==> config.mk <==
export PLATFORM = sky130hd
export DESIGN_NAME = variable_length_message_ring_queue
export DESIGN_NICKNAME = d
export VERILOG_FILES = /design/src/rtl/vlmrq_pkg.sv /design/src/rtl/vlmrq_hdr_check.sv /design/src/rtl/variable_length_message_ring_queue.sv
export SDC_FILE = /design/constraint.sdc
export NUM_CORES = 2
export LEC_CHECK = 0
export BUFFER_PORTS_ARGS = -buffer_cell sky130_fd_sc_hd__buf_2
export CAP_MARGIN = 20
export CORE_ASPECT_RATIO = 0.8
export CORE_MARGIN = 5
export CORE_UTILIZATION = 40
export CTS_BUF_LIST = sky130_fd_sc_hd__clkbuf_4 sky130_fd_sc_hd__clkbuf_8
export DETAILED_ROUTE_END_ITERATION = 10
export GPL_TIMING_DRIVEN = 0
export PLACE_DENSITY = 0.54
export SETUP_SLACK_MARGIN = 0.15
export SLEW_MARGIN = 20
export SYNTH_ARGS = -nofsm -noshare
export SYNTH_HDL_FRONTEND = slang
export SYNTH_SLANG_ARGS = --single-unit
==> constraint.sdc <==
create_clock -name aclk -period 9.6 [get_ports aclk]
set_input_delay 0.48 -clock aclk [delete_from_list [all_inputs] [get_ports aclk]]
set_output_delay 0.48 -clock aclk [all_outputs]
set_load 0.005 [all_outputs]
==> src/rtl/vlmrq_pkg.sv <==
`default_nettype none
// ============================================================================
// vlmrq_pkg
// Shared codes and types of the variable-length message ring queue.
// ============================================================================
package vlmrq_pkg;

    // operation selector
    localparam logic [2:0] FN_PUSH_HDR = 3'd0;
    localparam logic [2:0] FN_PUSH_DAT = 3'd1;
    localparam logic [2:0] FN_POP_HDR  = 3'd2;
    localparam logic [2:0] FN_PEEK_HDR = 3'd3;
    localparam logic [2:0] FN_POP_DAT  = 3'd4;

    // result status
    localparam logic [1:0] ST_OK     = 2'd0;
    localparam logic [1:0] ST_FULL   = 2'd1;
    localparam logic [1:0] ST_EMPTY  = 2'd2;
    localparam logic [1:0] ST_NOPEND = 2'd3;

    localparam logic [7:0] MAX_DATA_SIZE = 8'd253;
    localparam logic [7:0] HDR_BYTES     = 8'd2;

    localparam logic [3:0] LG_MIN   = 4'd2;
    localparam logic [3:0] LG_MAX   = 4'd8;
    localparam logic [3:0] LG_RESET = 4'd8;

    typedef struct packed {
        logic fits;   // header push has room and a legal size
        logic empty;  // committed pointers equal
    } hdr_chk_t;

    typedef struct packed {
        logic [1:0] status;
        logic [7:0] command;
        logic [7:0] data_size;
        logic [7:0] data;
        logic       last;
        logic       empty;
    } result_t;

endpackage
`default_nettype wire

==> src/rtl/vlmrq_hdr_check.sv <==
`default_nettype none
// ============================================================================
// vlmrq_hdr_check
// Free-space and emptiness check on the committed pointers for header work.
// ============================================================================
module vlmrq_hdr_check #(
    parameter int IDX_W = 8
) (
    input  wire logic [IDX_W-1:0] rp,
    input  wire logic [IDX_W-1:0] wp,
    input  wire logic [IDX_W-1:0] mask,
    input  wire logic [7:0]       size_in,
    output vlmrq_pkg::hdr_chk_t   chk
);
    import vlmrq_pkg::*;

    logic [IDX_W-1:0] room;
    logic [8:0]       need;

    // one slot stays empty so that equal pointers mean an empty ring
    assign room      = (rp - wp - IDX_W'(1)) & mask;
    assign need      = {1'b0, size_in} + {1'b0, HDR_BYTES};
    assign chk.fits  = (size_in <= MAX_DATA_SIZE) && (9'(room) >= need);
    assign chk.empty = (rp == wp);

endmodule
`default_nettype wire

==> src/rtl/variable_length_message_ring_queue.sv <==
`default_nettype none
// ============================================================================
// variable_length_message_ring_queue
// Byte ring holding length-prefixed messages with push, pop and peek.
// ============================================================================
// One transaction a time, all state in a single-port synchronous byte RAM
// plus committed/pending pointers. The one RAM port, with registered read
// data, sets the steps: push data byte (one write) and all rejected or no-op
// requests answer straight from the request; push header writes length, then
// command; pop data byte reads the byte, then answers from the read data; pop
// or peek header reads length, then command. A result waiting on m_tready is
// held in a spare register, so the next request is taken once the current one
// has finished. Writing the ring size register clears both pointers and any
// pending push or pop; the RAM contents are not cleared.
module variable_length_message_ring_queue #(
    parameter int RING_DEPTH = 256
) (
    input  wire logic        aclk,
    input  wire logic        aresetn,
    // configuration: ring_size_log2
    input  wire logic        cfg_valid,
    output logic             cfg_ready,
    input  wire logic [3:0]  cfg_data,
    // request
    input  wire logic        s_tvalid,
    output logic             s_tready,
    input  wire logic [23:0] s_tdata,  // command_in[7:0], data_size_in[15:8], data_in[23:16]
    input  wire logic [2:0]  s_tuser,  // func[2:0]
    // result
    output logic             m_tvalid,
    input  wire logic        m_tready,
    output logic [31:0]      m_tdata,  // command_out[7:0], data_size_out[15:8],
                                       // data_out[23:16], empty_res[24], zero[31:25]
    output logic [1:0]       m_tuser,  // status[1:0]
    output logic             m_tlast   // last_byte
);
    import vlmrq_pkg::*;

    localparam int IDX_W = $clog2(RING_DEPTH);

    localparam logic [2:0] S_IDLE     = 3'd0;
    localparam logic [2:0] S_PUSH_CMD = 3'd1;
    localparam logic [2:0] S_HDR_LEN  = 3'd2;
    localparam logic [2:0] S_HDR_CMD  = 3'd3;
    localparam logic [2:0] S_POP_DAT  = 3'd4;
    localparam logic [2:0] S_WAIT_OUT = 3'd5;

    logic [7:0] ring_mem [RING_DEPTH];
    logic [7:0] mem_q;
    logic              mem_we;
    logic [IDX_W-1:0]  mem_addr;
    logic [7:0]        mem_wdata;

    logic [2:0] state_reg, state_next;
    logic [3:0] lg_reg, lg_next;
    logic [IDX_W-1:0] rp_reg, rp_next, wp_reg, wp_next;
    logic [IDX_W-1:0] push_cur_reg, push_cur_next, pop_cur_reg, pop_cur_next;
    logic [7:0]       push_rem_reg, push_rem_next, pop_rem_reg, pop_rem_next;
    logic [IDX_W-1:0] addr_hold_reg, addr_hold_next;
    logic [2:0]       func_reg, func_next;
    logic [7:0]       cmd_reg, cmd_next, len_reg, len_next;
    result_t          hold_reg, hold_next, out_reg, out_next;
    logic             m_tvalid_reg, m_tvalid_next;

    logic [2:0] s_func;
    logic [7:0] cmd_in, size_in, byte_in;
    logic       in_fire, out_free, res_valid;
    result_t    res;
    logic [3:0] lg_c;
    logic [7:0] mask8;
    logic [IDX_W-1:0] mask;
    hdr_chk_t   chk;

    assign s_func  = s_tuser;
    assign cmd_in  = s_tdata[7:0];
    assign size_in = s_tdata[15:8];
    assign byte_in = s_tdata[23:16];

    assign s_tready  = (state_reg == S_IDLE);
    assign cfg_ready = 1'b1;
    assign in_fire   = s_tvalid && s_tready;
    assign out_free  = !m_tvalid_reg || m_tready;

    always_comb begin
        lg_c = lg_reg;
        if (lg_reg < LG_MIN) begin
            lg_c = LG_MIN;
        end else if (lg_reg > LG_MAX) begin
            lg_c = LG_MAX;
        end
    end

    assign mask8 = 8'((9'd1 << lg_c) - 9'd1);
    assign mask  = mask8[IDX_W-1:0];

    vlmrq_hdr_check #(
        .IDX_W (IDX_W)
    ) u_hdr_check (
        .rp      (rp_reg),
        .wp      (wp_reg),
        .mask    (mask),
        .size_in (size_in),
        .chk     (chk)
    );

    // single-port ring RAM, read data registered
    always_ff @(posedge aclk) begin
        if (mem_we) begin
            ring_mem[mem_addr] <= mem_wdata;
        end
        mem_q <= ring_mem[mem_addr];
    end

    always_comb begin
        logic [7:0] dsz;
        dsz            = len_reg - HDR_BYTES;
        state_next     = state_reg;
        lg_next        = lg_reg;
        rp_next        = rp_reg;
        wp_next        = wp_reg;
        push_cur_next  = push_cur_reg;
        push_rem_next  = push_rem_reg;
        pop_cur_next   = pop_cur_reg;
        pop_rem_next   = pop_rem_reg;
        addr_hold_next = addr_hold_reg;
        func_next      = func_reg;
        cmd_next       = cmd_reg;
        len_next       = len_reg;
        hold_next      = hold_reg;
        out_next       = out_reg;
        m_tvalid_next  = m_tvalid_reg && !m_tready;
        mem_we         = 1'b0;
        mem_addr       = rp_reg;
        mem_wdata      = byte_in;
        res            = '0;
        res_valid      = 1'b0;

        unique case (state_reg)
            S_IDLE: begin
                if (in_fire) begin
                    func_next = s_func;
                    cmd_next  = cmd_in;
                    unique case (s_func)
                        FN_PUSH_HDR: begin
                            if (!chk.fits) begin
                                res_valid  = 1'b1;
                                res.status = ST_FULL;
                            end else begin
                                mem_we         = 1'b1;
                                mem_addr       = wp_reg;
                                mem_wdata      = size_in + HDR_BYTES;
                                addr_hold_next = (wp_reg + IDX_W'(1)) & mask;
                                push_cur_next  = (wp_reg + IDX_W'(2)) & mask;
                                push_rem_next  = size_in;
                                if (size_in == 8'd0) begin
                                    wp_next = (wp_reg + IDX_W'(2)) & mask;
                                end
                                state_next = S_PUSH_CMD;
                            end
                        end
                        FN_PUSH_DAT: begin
                            res_valid = 1'b1;
                            if (push_rem_reg == 8'd0) begin
                                res.status = ST_NOPEND;
                            end else begin
                                mem_we        = 1'b1;
                                mem_addr      = push_cur_reg;
                                push_cur_next = (push_cur_reg + IDX_W'(1)) & mask;
                                push_rem_next = push_rem_reg - 8'd1;
                                // commit the message at its last byte
                                if (push_rem_reg == 8'd1) begin
                                    wp_next = (push_cur_reg + IDX_W'(1)) & mask;
                                end
                            end
                        end
                        FN_POP_HDR, FN_PEEK_HDR: begin
                            if (chk.empty) begin
                                res_valid  = 1'b1;
                                res.status = ST_EMPTY;
                            end else begin
                                state_next = S_HDR_LEN;
                            end
                        end
                        FN_POP_DAT: begin
                            if (pop_rem_reg == 8'd0) begin
                                res_valid  = 1'b1;
                                res.status = ST_NOPEND;
                            end else begin
                                mem_addr     = pop_cur_reg;
                                pop_cur_next = (pop_cur_reg + IDX_W'(1)) & mask;
                                pop_rem_next = pop_rem_reg - 8'd1;
                                if (pop_rem_reg == 8'd1) begin
                                    rp_next = (pop_cur_reg + IDX_W'(1)) & mask;
                                end
                                state_next = S_POP_DAT;
                            end
                        end
                        default: begin
                            res_valid  = 1'b1;
                            res.status = ST_NOPEND;
                        end
                    endcase
                end
            end
            S_PUSH_CMD: begin
                mem_we    = 1'b1;
                mem_addr  = addr_hold_reg;
                mem_wdata = cmd_reg;
                res_valid = 1'b1;
            end
            S_HDR_LEN: begin
                len_next   = mem_q;
                mem_addr   = (rp_reg + IDX_W'(1)) & mask;
                state_next = S_HDR_CMD;
            end
            S_HDR_CMD: begin
                res_valid     = 1'b1;
                res.command   = mem_q;
                res.data_size = dsz;
                if (dsz == 8'd0) begin
                    // a message without data goes on pop and on peek alike
                    rp_next = (rp_reg + IDX_W'(2)) & mask;
                    if (func_reg == FN_POP_HDR) begin
                        pop_rem_next = 8'd0;
                    end
                end else if (func_reg == FN_POP_HDR) begin
                    pop_cur_next = (rp_reg + IDX_W'(2)) & mask;
                    pop_rem_next = dsz;
                end
            end
            S_POP_DAT: begin
                res_valid = 1'b1;
                res.data  = mem_q;
                res.last  = (pop_rem_reg == 8'd0);
            end
            S_WAIT_OUT: begin
                if (out_free) begin
                    out_next      = hold_reg;
                    m_tvalid_next = 1'b1;
                    state_next    = S_IDLE;
                end
            end
            default: begin
                state_next = S_IDLE;
            end
        endcase

        res.empty = (rp_next == wp_next);

        if (res_valid) begin
            if (out_free) begin
                out_next      = res;
                m_tvalid_next = 1'b1;
                state_next    = S_IDLE;
            end else begin
                hold_next  = res;
                state_next = S_WAIT_OUT;
            end
        end

        // size change re-initialises the queue
        if (cfg_valid && cfg_ready) begin
            lg_next       = cfg_data;
            rp_next       = '0;
            wp_next       = '0;
            push_cur_next = '0;
            push_rem_next = 8'd0;
            pop_cur_next  = '0;
            pop_rem_next  = 8'd0;
        end
    end

    always_ff @(posedge aclk) begin
        if (!aresetn) begin
            state_reg    <= S_IDLE;
            lg_reg       <= LG_RESET;
            rp_reg       <= '0;
            wp_reg       <= '0;
            push_cur_reg <= '0;
            push_rem_reg <= 8'd0;
            pop_cur_reg  <= '0;
            pop_rem_reg  <= 8'd0;
            m_tvalid_reg <= 1'b0;
        end else begin
            state_reg    <= state_next;
            lg_reg       <= lg_next;
            rp_reg       <= rp_next;
            wp_reg       <= wp_next;
            push_cur_reg <= push_cur_next;
            push_rem_reg <= push_rem_next;
            pop_cur_reg  <= pop_cur_next;
            pop_rem_reg  <= pop_rem_next;
            m_tvalid_reg <= m_tvalid_next;
        end
    end

    always_ff @(posedge aclk) begin
        addr_hold_reg <= addr_hold_next;
        func_reg      <= func_next;
        cmd_reg       <= cmd_next;
        len_reg       <= len_next;
        hold_reg      <= hold_next;
        out_reg       <= out_next;
    end

    assign m_tvalid = m_tvalid_reg;
    assign m_tdata  = {7'd0, out_reg.empty, out_reg.data, out_reg.data_size, out_reg.command};
    assign m_tuser  = out_reg.status;
    assign m_tlast  = out_reg.last;

    // no RAM write while a read sequence is in flight
    a_no_write_in_read: assert property (@(posedge aclk) disable iff (!aresetn)
        (state_reg == S_HDR_LEN || state_reg == S_HDR_CMD || state_reg == S_POP_DAT)
        |-> !mem_we)
        else $error("ring RAM written during a read sequence");

    a_push_rem_range: assert property (@(posedge aclk) disable iff (!aresetn)
        push_rem_reg <= MAX_DATA_SIZE)
        else $error("pending push count out of range");

    a_stalled_result_held: assert property (@(posedge aclk) disable iff (!aresetn)
        (res_valid && m_tvalid_reg && !m_tready) |=> (state_reg == S_WAIT_OUT))
        else $error("result lost while output stalled");

    a_ptr_in_ring: assert property (@(posedge aclk) disable iff (!aresetn)
        ((rp_reg & ~mask) == '0) && ((wp_reg & ~mask) == '0))
        else $error("committed pointer outside ring size");

endmodule
`default_nettype wire

---- Word-level counts from Yosys, hierarchy flattened ----
Memory sizes are Yosys's and may differ from the RTL's. A register that Yosys moved wholly into a read port is not among the register bits.
Cells that the tools add are included.
storage, ports and cells
  word-level logic and storage cells ...... 189
  memories ................................ 1
  bits in writable memories ............... 2,048
  flip-flop bits (word level) ............. 139
  input port bits ......................... 36
  output and inout bits ................... 38
cells by class
  bitwise gates (word level) .............. 9
  magnitude comparators ................... 4
  equality and inequality tests ........... 28
  add/sub/neg operators ................... 14
  reductions and logical operators ........ 24
  shift operators ......................... 1
  mux-type cells .......................... 83
memory list
  name      depth  width  rd ports  clocked after memory_dff  write ports  line                                      text
  ring_mem  256    8      1         1                         1            variable_length_message_ring_queue.sv:48  logic [7:0] ring_mem [RING_DEPTH];
operators by type and width
  kind                                                 number
  2-to-1 mux 8 bit                                     33
  2-to-1 mux 28 bit                                    4
  one-hot mux 8 bit (2 select lines)                   7
  bitwise AND 8 bit                                    7
  one-hot mux 8 bit (3 select lines)                   2
  adder 8 x 1 -> 8 bit, second input constant          4
  logical NOT 8 bit                                    4
  subtractor 8 x 1 -> 8 bit, second input constant     4
  adder 8 x 2 -> 8 bit, second input constant          3
  2-to-1 mux 3 bit                                     7
  equality test 8 x 1 -> 1 bit, second input constant  2
  equality test 8 bit                                  2
  2-to-1 mux 16 bit                                    1
  equality test 3 x 2 -> 1 bit, second input constant  5
  2-to-1 mux 1 bit                                     14
  inequality test 4 bit, second input constant         3
  one-hot mux 3 bit (4 select lines)                   1
  2-to-1 mux 2 bit                                     5
  inequality test 2 bit, second input constant         5
  AND reduction 5 bit                                  2
  adder 8 x 2 -> 9 bit, second input constant          1
  equality test 3 bit, second input constant           3
  >= comparator 8 x 9 -> 1 bit                         1
  2-to-1 mux 9 bit                                     1
  other kinds (28)                                     42

---- Depth between registers and ports, before layout ----
  depth in word-level cells ............... 15
  depth in mapped cells ................... 28
  mapped depth without buffers ............ 24

---- Hierarchy ----
From an unflattened synthesis, not the netlist that was laid out.
unflattened totals
  cell total of the unflattened synthesis .. 6,713
  area total of the unflattened synthesis .. 90,747.0 um^2
modules (own cells, without submodules)
  module                              times used  cells each  area each (um^2)
  variable_length_message_ring_queue  1           6,622       90,085.1
  vlmrq_hdr_check                     1           91          661.9

---- Worst setup path after synthesis ----
OpenSTA, ideal clock, no wires.
  path type ............................... reg-to-reg
  start point ............................. register wp_reg[1]
  end point ............................... memory ring_mem[0][1], data pin
  data arrival time ....................... 7,007 ps
  setup slack ............................. 1,729 ps
  setup time .............................. 864 ps
  stages on the path, launching flop included .. 20
  period minus slack after synthesis ...... 7,871 ps
  cells stage by stage .................... dfxtp_1 -> inv_1 -> ha_1 -> a21o_1 -> a21oi_1 -> o21bai_1 -> a21oi_1 -> o21bai_1 -> a21oi_1 -> xnor2_1 -> and2_1 -> ha_1 -> and3_1 -> a221oi_1 -> o21a_1 -> nor3_1 -> nand2_1 -> inv_1 -> nor2_1 -> a221o_1
on the way
  longest elaborated chain between the ends .. 9
ends and longest elaborated chain
  what                                line                                       text
  from (decl)                         variable_length_message_ring_queue.sv:56   logic [IDX_W-1:0] rp_reg, rp_next, wp_reg, wp_next;
  from (signal assigned)              variable_length_message_ring_queue.sv:288  wp_reg <= wp_next;
  subtractor 8 bit                    vlmrq_hdr_check.sv:21                      assign room = (rp - wp - IDX_W'(1)) & mask;
  subtractor 8 x 1 -> 8 bit           vlmrq_hdr_check.sv:21
  bitwise AND 8 bit                   vlmrq_hdr_check.sv:21
  >= comparator 8 x 9 -> 1 bit        vlmrq_hdr_check.sv:23                      assign chk.fits = (size_in <= MAX_DATA_SIZE) && (9'(room) >= need);
  logical AND 1 bit                   vlmrq_hdr_check.sv:23
  2-to-1 mux 8 bit                    variable_length_message_ring_queue.sv:145  if (!chk.fits) begin
  2-to-1 mux 8 bit                    variable_length_message_ring_queue.sv:143  unique case (s_func)
  2-to-1 mux 8 bit                    variable_length_message_ring_queue.sv:140  if (in_fire) begin
  one-hot mux 8 bit (2 select lines)  variable_length_message_ring_queue.sv:138  unique case (state_reg)
  named net mem_wdata[1]              variable_length_message_ring_queue.sv:52   logic [7:0] mem_wdata;
  to (decl)                           variable_length_message_ring_queue.sv:48
The timed path passes the listed nets, and every way through them passes these cells.

---- Final worst setup path ----
  start point ............................. register rp_reg[1]
  end point ............................... register mem_q[2] (read register of ring_mem)
on the way
  longest elaborated chain between the ends .. 9
  elaborated cells on any way between the ends .. 13
ends and longest elaborated chain
  what                                    line                                       text
  from (decl)                             variable_length_message_ring_queue.sv:56
  from (signal assigned)                  variable_length_message_ring_queue.sv:287  rp_reg <= rp_next;
  subtractor 8 bit                        vlmrq_hdr_check.sv:21
  subtractor 8 x 1 -> 8 bit               vlmrq_hdr_check.sv:21
  bitwise AND 8 bit                       vlmrq_hdr_check.sv:21
  >= comparator 8 x 9 -> 1 bit            vlmrq_hdr_check.sv:23
  logical AND 1 bit                       vlmrq_hdr_check.sv:23
  2-to-1 mux 8 bit                        variable_length_message_ring_queue.sv:145
  one-hot mux 8 bit (3 select lines)      variable_length_message_ring_queue.sv:143
  2-to-1 mux 8 bit                        variable_length_message_ring_queue.sv:140
  one-hot mux 8 bit (3 select lines) (*)  variable_length_message_ring_queue.sv:138
  to (decl)                               variable_length_message_ring_queue.sv:49   logic [7:0] mem_q;
Every way passes the cells marked *; elsewhere a longest branch is shown, timed or not.
A chain may end at the register's enable or synchronous reset.

==> run summary <==
The run finished with clean final reports. The count of flip-flops with a built-in enable after synthesis came out at 2103. The number of clock buffers added by TritonCTS is approximately 360. The number of fill cells in the layout is around 20k. The weighted congestion at the end of routability-driven global placement is a little under 1.

The via count of the routed design came out at around 57k. For the worst-skew pair, the clock arrives at the later sink with an insertion delay of ~0.99 ns. In the finished design, the share of the clock period the worst path needs comes to between 90% and 100%. The worst setup path is captured at a flop. The post-layout net count is about 6.5k. The final setup slack of the worst path is between 0.4 and 0.5 ns.

The data arrival time of the worst path came out at 9.84 ns. The register with the most flip-flops in the layout has just over 2k of them. The residual antenna-violating net count after detailed routing is 0. The startpoint identified for the worst register-to-register timing path is rp_reg[1]$_SDFF_PP0_.

The floorplan step defined a core boundary enclosing about 0.22 mm². Wires add up to ~300000 µm. For this run, the leading register cell type out of synthesis is sky130_fd_sc_hd__edfxtp_1. Clock skew on the completed layout was measured at between 0.05 and 0.06 ns. The worst hold path belongs to the class primary input to flop. The power per unit of standard cell area is about 220 mW/mm².

The routing usage on met1 is approximately 37%. Yosys instantiated no cell more often than sky130_fd_sc_hd__edfxtp_1. The proportion of synthesized flip-flops having asynchronous set or reset is 0%. The register area came out at 0.0650 mm². met1 is the most crowded layer. The most area-hungry cell type in the Yosys netlist is sky130_fd_sc_hd__edfxtp_1. The maximum operating frequency is roughly 110 MHz. The worst slew slack as a fraction of its limit is between 10% and 20%.

Synthesis produced 5954 cells. The H-tree depth is 5. The tree is rooted in a sky130_fd_sc_hd__clkbuf_8. The I/O pin count is 74. The worst setup path is of the flop to flop kind.

The worst-case hold path end point is ring_mem[31][5]$_DFFE_PP_. The average via count per standard cell is between 5 and 6. The fraction of the yosys area taken by sequential cells is ~73%. The synthesis-to-finish area growth is 14.1%. The worst register-to-register path ends at mem_q[2]$_DFF_P_. The number of max-capacitance violations reported came out at 0. The pin slew with the least headroom to its limit is 1.23 ns. The number of design rule violations left after detail routing came out at 0. The top-area cell type share of the netlist area came out at 70.7%. STA classifies the critical path startpoint as a flop.

The initial core utilization is 40.1%. Sorting the synthesized cells by area gives the leading types as sky130_fd_sc_hd__edfxtp_1 (71%), sky130_fd_sc_hd__mux2i_1 (7.7%), sky130_fd_sc_hd__nand2_1 (2.4%). The total setup violations reported at the end of the flow is 0.

The post-placement setup slack is between 0.4 and 0.5 ns. Setup repair after global routing left no endpoint under its margin. The startpoint identified for the worst hold timing path is s_tdata[21]. The detailed-routing iteration count for the pre-antenna-repair pass came out at 6. The fraction of met2 tracks used by global routing is a little over a third. VDD sags by at most ~0.12 mV. The global-route wire length before repair is approximately 420000 µm. After clock tree synthesis, the clock-pin slew on the worst setup and hold paths is roughly 0.070 ns.

Global routing used roughly 7.5% of the available met3 tracks. The overall routing resource usage is approximately a quarter. Row generation in the floorplan step produced ~160 rows.

In this run the static leakage power is ~35 nW. The floorplan die width came out at around 540 µm. The quantity of I/O buffers inserted on ports is 64. The mean routed wirelength per cell is approximately 31 µm. The total of flip-flops plus latches after synthesis came out at ~2.2k. The commonest cells after synthesis are sky130_fd_sc_hd__edfxtp_1 (2103), sky130_fd_sc_hd__mux2i_1 (691), sky130_fd_sc_hd__nand2_1 (562). Counting instances, the worst hold path has a depth of 2.

The die boundary height is about 430 µm. The number of hold-slack violations in the final timing report came out at 0. The peak fanout along the critical path is 10. The area of the multi-input gates came out at between 0.02 and 0.025 mm².

Averaged over all synthesized cells, the footprint is 15.0 µm². TritonCTS built the clock tree. The required time of the critical path is just over 10 ns. The cell depth of the worst flop-to-flop path came out at 23. The number of global-route vias before repair was between 50k and 60k. The maximum count of clock buffers along a single path is 4. The global-route congestion overflow total came out at 0. The largest net degree at the start of global routing came out at between 70 and 80. The completed layout was analyzed and its total power is 22.0 mW. The total number of yosys warnings came out at 0. The area enclosed by the die boundary came out at between 0.2 and 0.25 mm². The worst-case register-to-register setup slack is approximately 0.50 ns. The total number of clock tree sinks is 2195. The number of distinct library cell variants in the gate-level netlist after synthesis came out at between 90 and 100. The initial antenna violation count came out at 18.

The number of DRC markers after the initial detailed-route iteration is 7279. The netlist area before placement is about 0.09 mm². The number of pins exceeding their max-slew limit in the final report was 0. The HPWL after detailed placement is 210000 µm. After layout, the minimum clock period comes to roughly 9 ns. The share of layout cells above drive strength 1 came out at between 10% and 20%.
[worst max path at each step]
| stage | from | slack [ns] | to | cells past startpoint |
|---|---|---|---|---|
| after floorplan | wp_reg[1]$_SDFF_PP0_ | 1.73 | ring_mem[0][1]$_DFFE_PP_ | 19 |
| after global placement | rp_reg[1]$_SDFF_PP0_ | -5.03 | ring_mem[108][1]$_DFFE_PP_ | 20 |
| after detailed placement | rp_reg[1]$_SDFF_PP0_ | 0.46 | ring_mem[233][7]$_DFFE_PP_ | 23 |
| after CTS | rp_reg[1]$_SDFF_PP0_ | 0.40 | ring_mem[233][5]$_DFFE_PP_ | 23 |
| after global routing | rp_reg[1]$_SDFF_PP0_ | 0.20 | ring_mem[233][5]$_DFFE_PP_ | 23 |
| final | rp_reg[1]$_SDFF_PP0_ | 0.50 | mem_q[2]$_DFF_P_ | 23 |
[per-stage QoR]
stage	TNS [ns]	instances	area (µm²)	utilization, %	hold WS, ns
after floorplan	0	5962	89400	-	0.414
after global placement	-9130.36	9009	93500	42.0	0.453
after detailed placement	0	9063	94800	42.6	0.463
after CTS	0	9708	102000	45.7	0.0511
after global routing	0	9715	102000	45.8	0.0852
final	0	9724	102000	45.8	0.118
[final cells by class]
cell class	instances	area share [%]
tap	2983	3.66
sequential	2195	63.8
multi-input combinational	3351	22.2
buffer	379	1.89
antenna	12	0.0295
inverter	37	0.136
clock inverter	107	0.582
clock buffer	501	5.96
timing repair buffer	159	1.79
[power by group]
group          total [mW]  switching [mW]  internal [mW]
logic                3.14            2.31          0.831
clock network        7.89            3.75           4.14
registers            10.9          0.0448           10.9
total                22.0            6.10           15.9
[repair_timing]
action	in CTS	in global routing
buffers inserted	0	0
hold buffers	37	0
endpoints found under the setup margin	0	100
gates resized for setup	0	1
hold endpoints to repair	41	0
[layout by cell type (no fill, tap or decap), types with 17 or more instances in the layout]
cell	instances
sky130_fd_sc_hd__xor2_1	23
sky130_fd_sc_hd__and3_1	17
sky130_fd_sc_hd__nor3_1	45
sky130_fd_sc_hd__a211oi_1	99
sky130_fd_sc_hd__buf_16	27
sky130_fd_sc_hd__edfxtp_1	2103
sky130_fd_sc_hd__inv_1	35
sky130_fd_sc_hd__nand3_1	360
sky130_fd_sc_hd__a22o_1	55
sky130_fd_sc_hd__a21oi_1	153
sky130_fd_sc_hd__clkbuf_8	370
sky130_fd_sc_hd__dfxtp_1	92
sky130_fd_sc_hd__o21ai_0	79
sky130_fd_sc_hd__and2_1	101
sky130_fd_sc_hd__buf_2	198
sky130_fd_sc_hd__nand4_1	43
sky130_fd_sc_hd__nor2b_1	18
sky130_fd_sc_hd__a22oi_1	19
sky130_fd_sc_hd__clkbuf_4	131
sky130_fd_sc_hd__o22ai_1	288
sky130_fd_sc_hd__nor2_1	365
sky130_fd_sc_hd__a31oi_1	21
sky130_fd_sc_hd__clkbuf_1	156
sky130_fd_sc_hd__nor4_2	23
sky130_fd_sc_hd__dlygate4sd3_1	37
sky130_fd_sc_hd__mux2i_1	691
sky130_fd_sc_hd__mux4_2	50
sky130_fd_sc_hd__nor4_1	87
sky130_fd_sc_hd__xnor2_1	37
sky130_fd_sc_hd__buf_4	85
sky130_fd_sc_hd__clkinv_2	17
sky130_fd_sc_hd__ha_1	28
sky130_fd_sc_hd__clkinv_1	73
sky130_fd_sc_hd__nand2_1	560
[routing by layer]
metal,share of wire [%],up-vias
li1,-,24100
met1,44,29100
met2,41,2902
met3,11,523
met4,3.5,2
met5,0.053,-
[cells by family after synthesis]
kind of cell / share of synthesized area (%)
mux: 9.00
xor+xnor: 0.588
simple gates: 8.95
flops: 72.7
compound gates: 6.01
fa+ha+maj: 0.414
buf+inv: 2.30
other cells: 0.00840
[worst max-delay path, stage by stage, from the launching register on]
cell and delay (ns):
sky130_fd_sc_hd__dfxtp_1 0.49, sky130_fd_sc_hd__clkbuf_1 0.55, sky130_fd_sc_hd__inv_1 0.15, sky130_fd_sc_hd__fa_1 0.46
sky130_fd_sc_hd__nor2b_1 0.15, sky130_fd_sc_hd__o21ai_0 0.10, sky130_fd_sc_hd__nand2b_1 0.12, sky130_fd_sc_hd__a21oi_1 0.08
sky130_fd_sc_hd__nor2_1 0.09, sky130_fd_sc_hd__nor2_1 0.05, sky130_fd_sc_hd__xor2_1 0.14, sky130_fd_sc_hd__nor2_1 0.06
sky130_fd_sc_hd__ha_1 0.33, sky130_fd_sc_hd__and3_1 0.18, sky130_fd_sc_hd__nand3_1 0.10, sky130_fd_sc_hd__o21a_1 0.31
sky130_fd_sc_hd__nor3_1 0.98, sky130_fd_sc_hd__nand2_1 0.28, sky130_fd_sc_hd__a41oi_4 0.79, sky130_fd_sc_hd__nand2_1 0.48
sky130_fd_sc_hd__clkbuf_1 0.62, sky130_fd_sc_hd__o22ai_1 0.94, sky130_fd_sc_hd__nor4_1 0.31, sky130_fd_sc_hd__nor4_2 1.01
(Power assumes the default switching activity.)
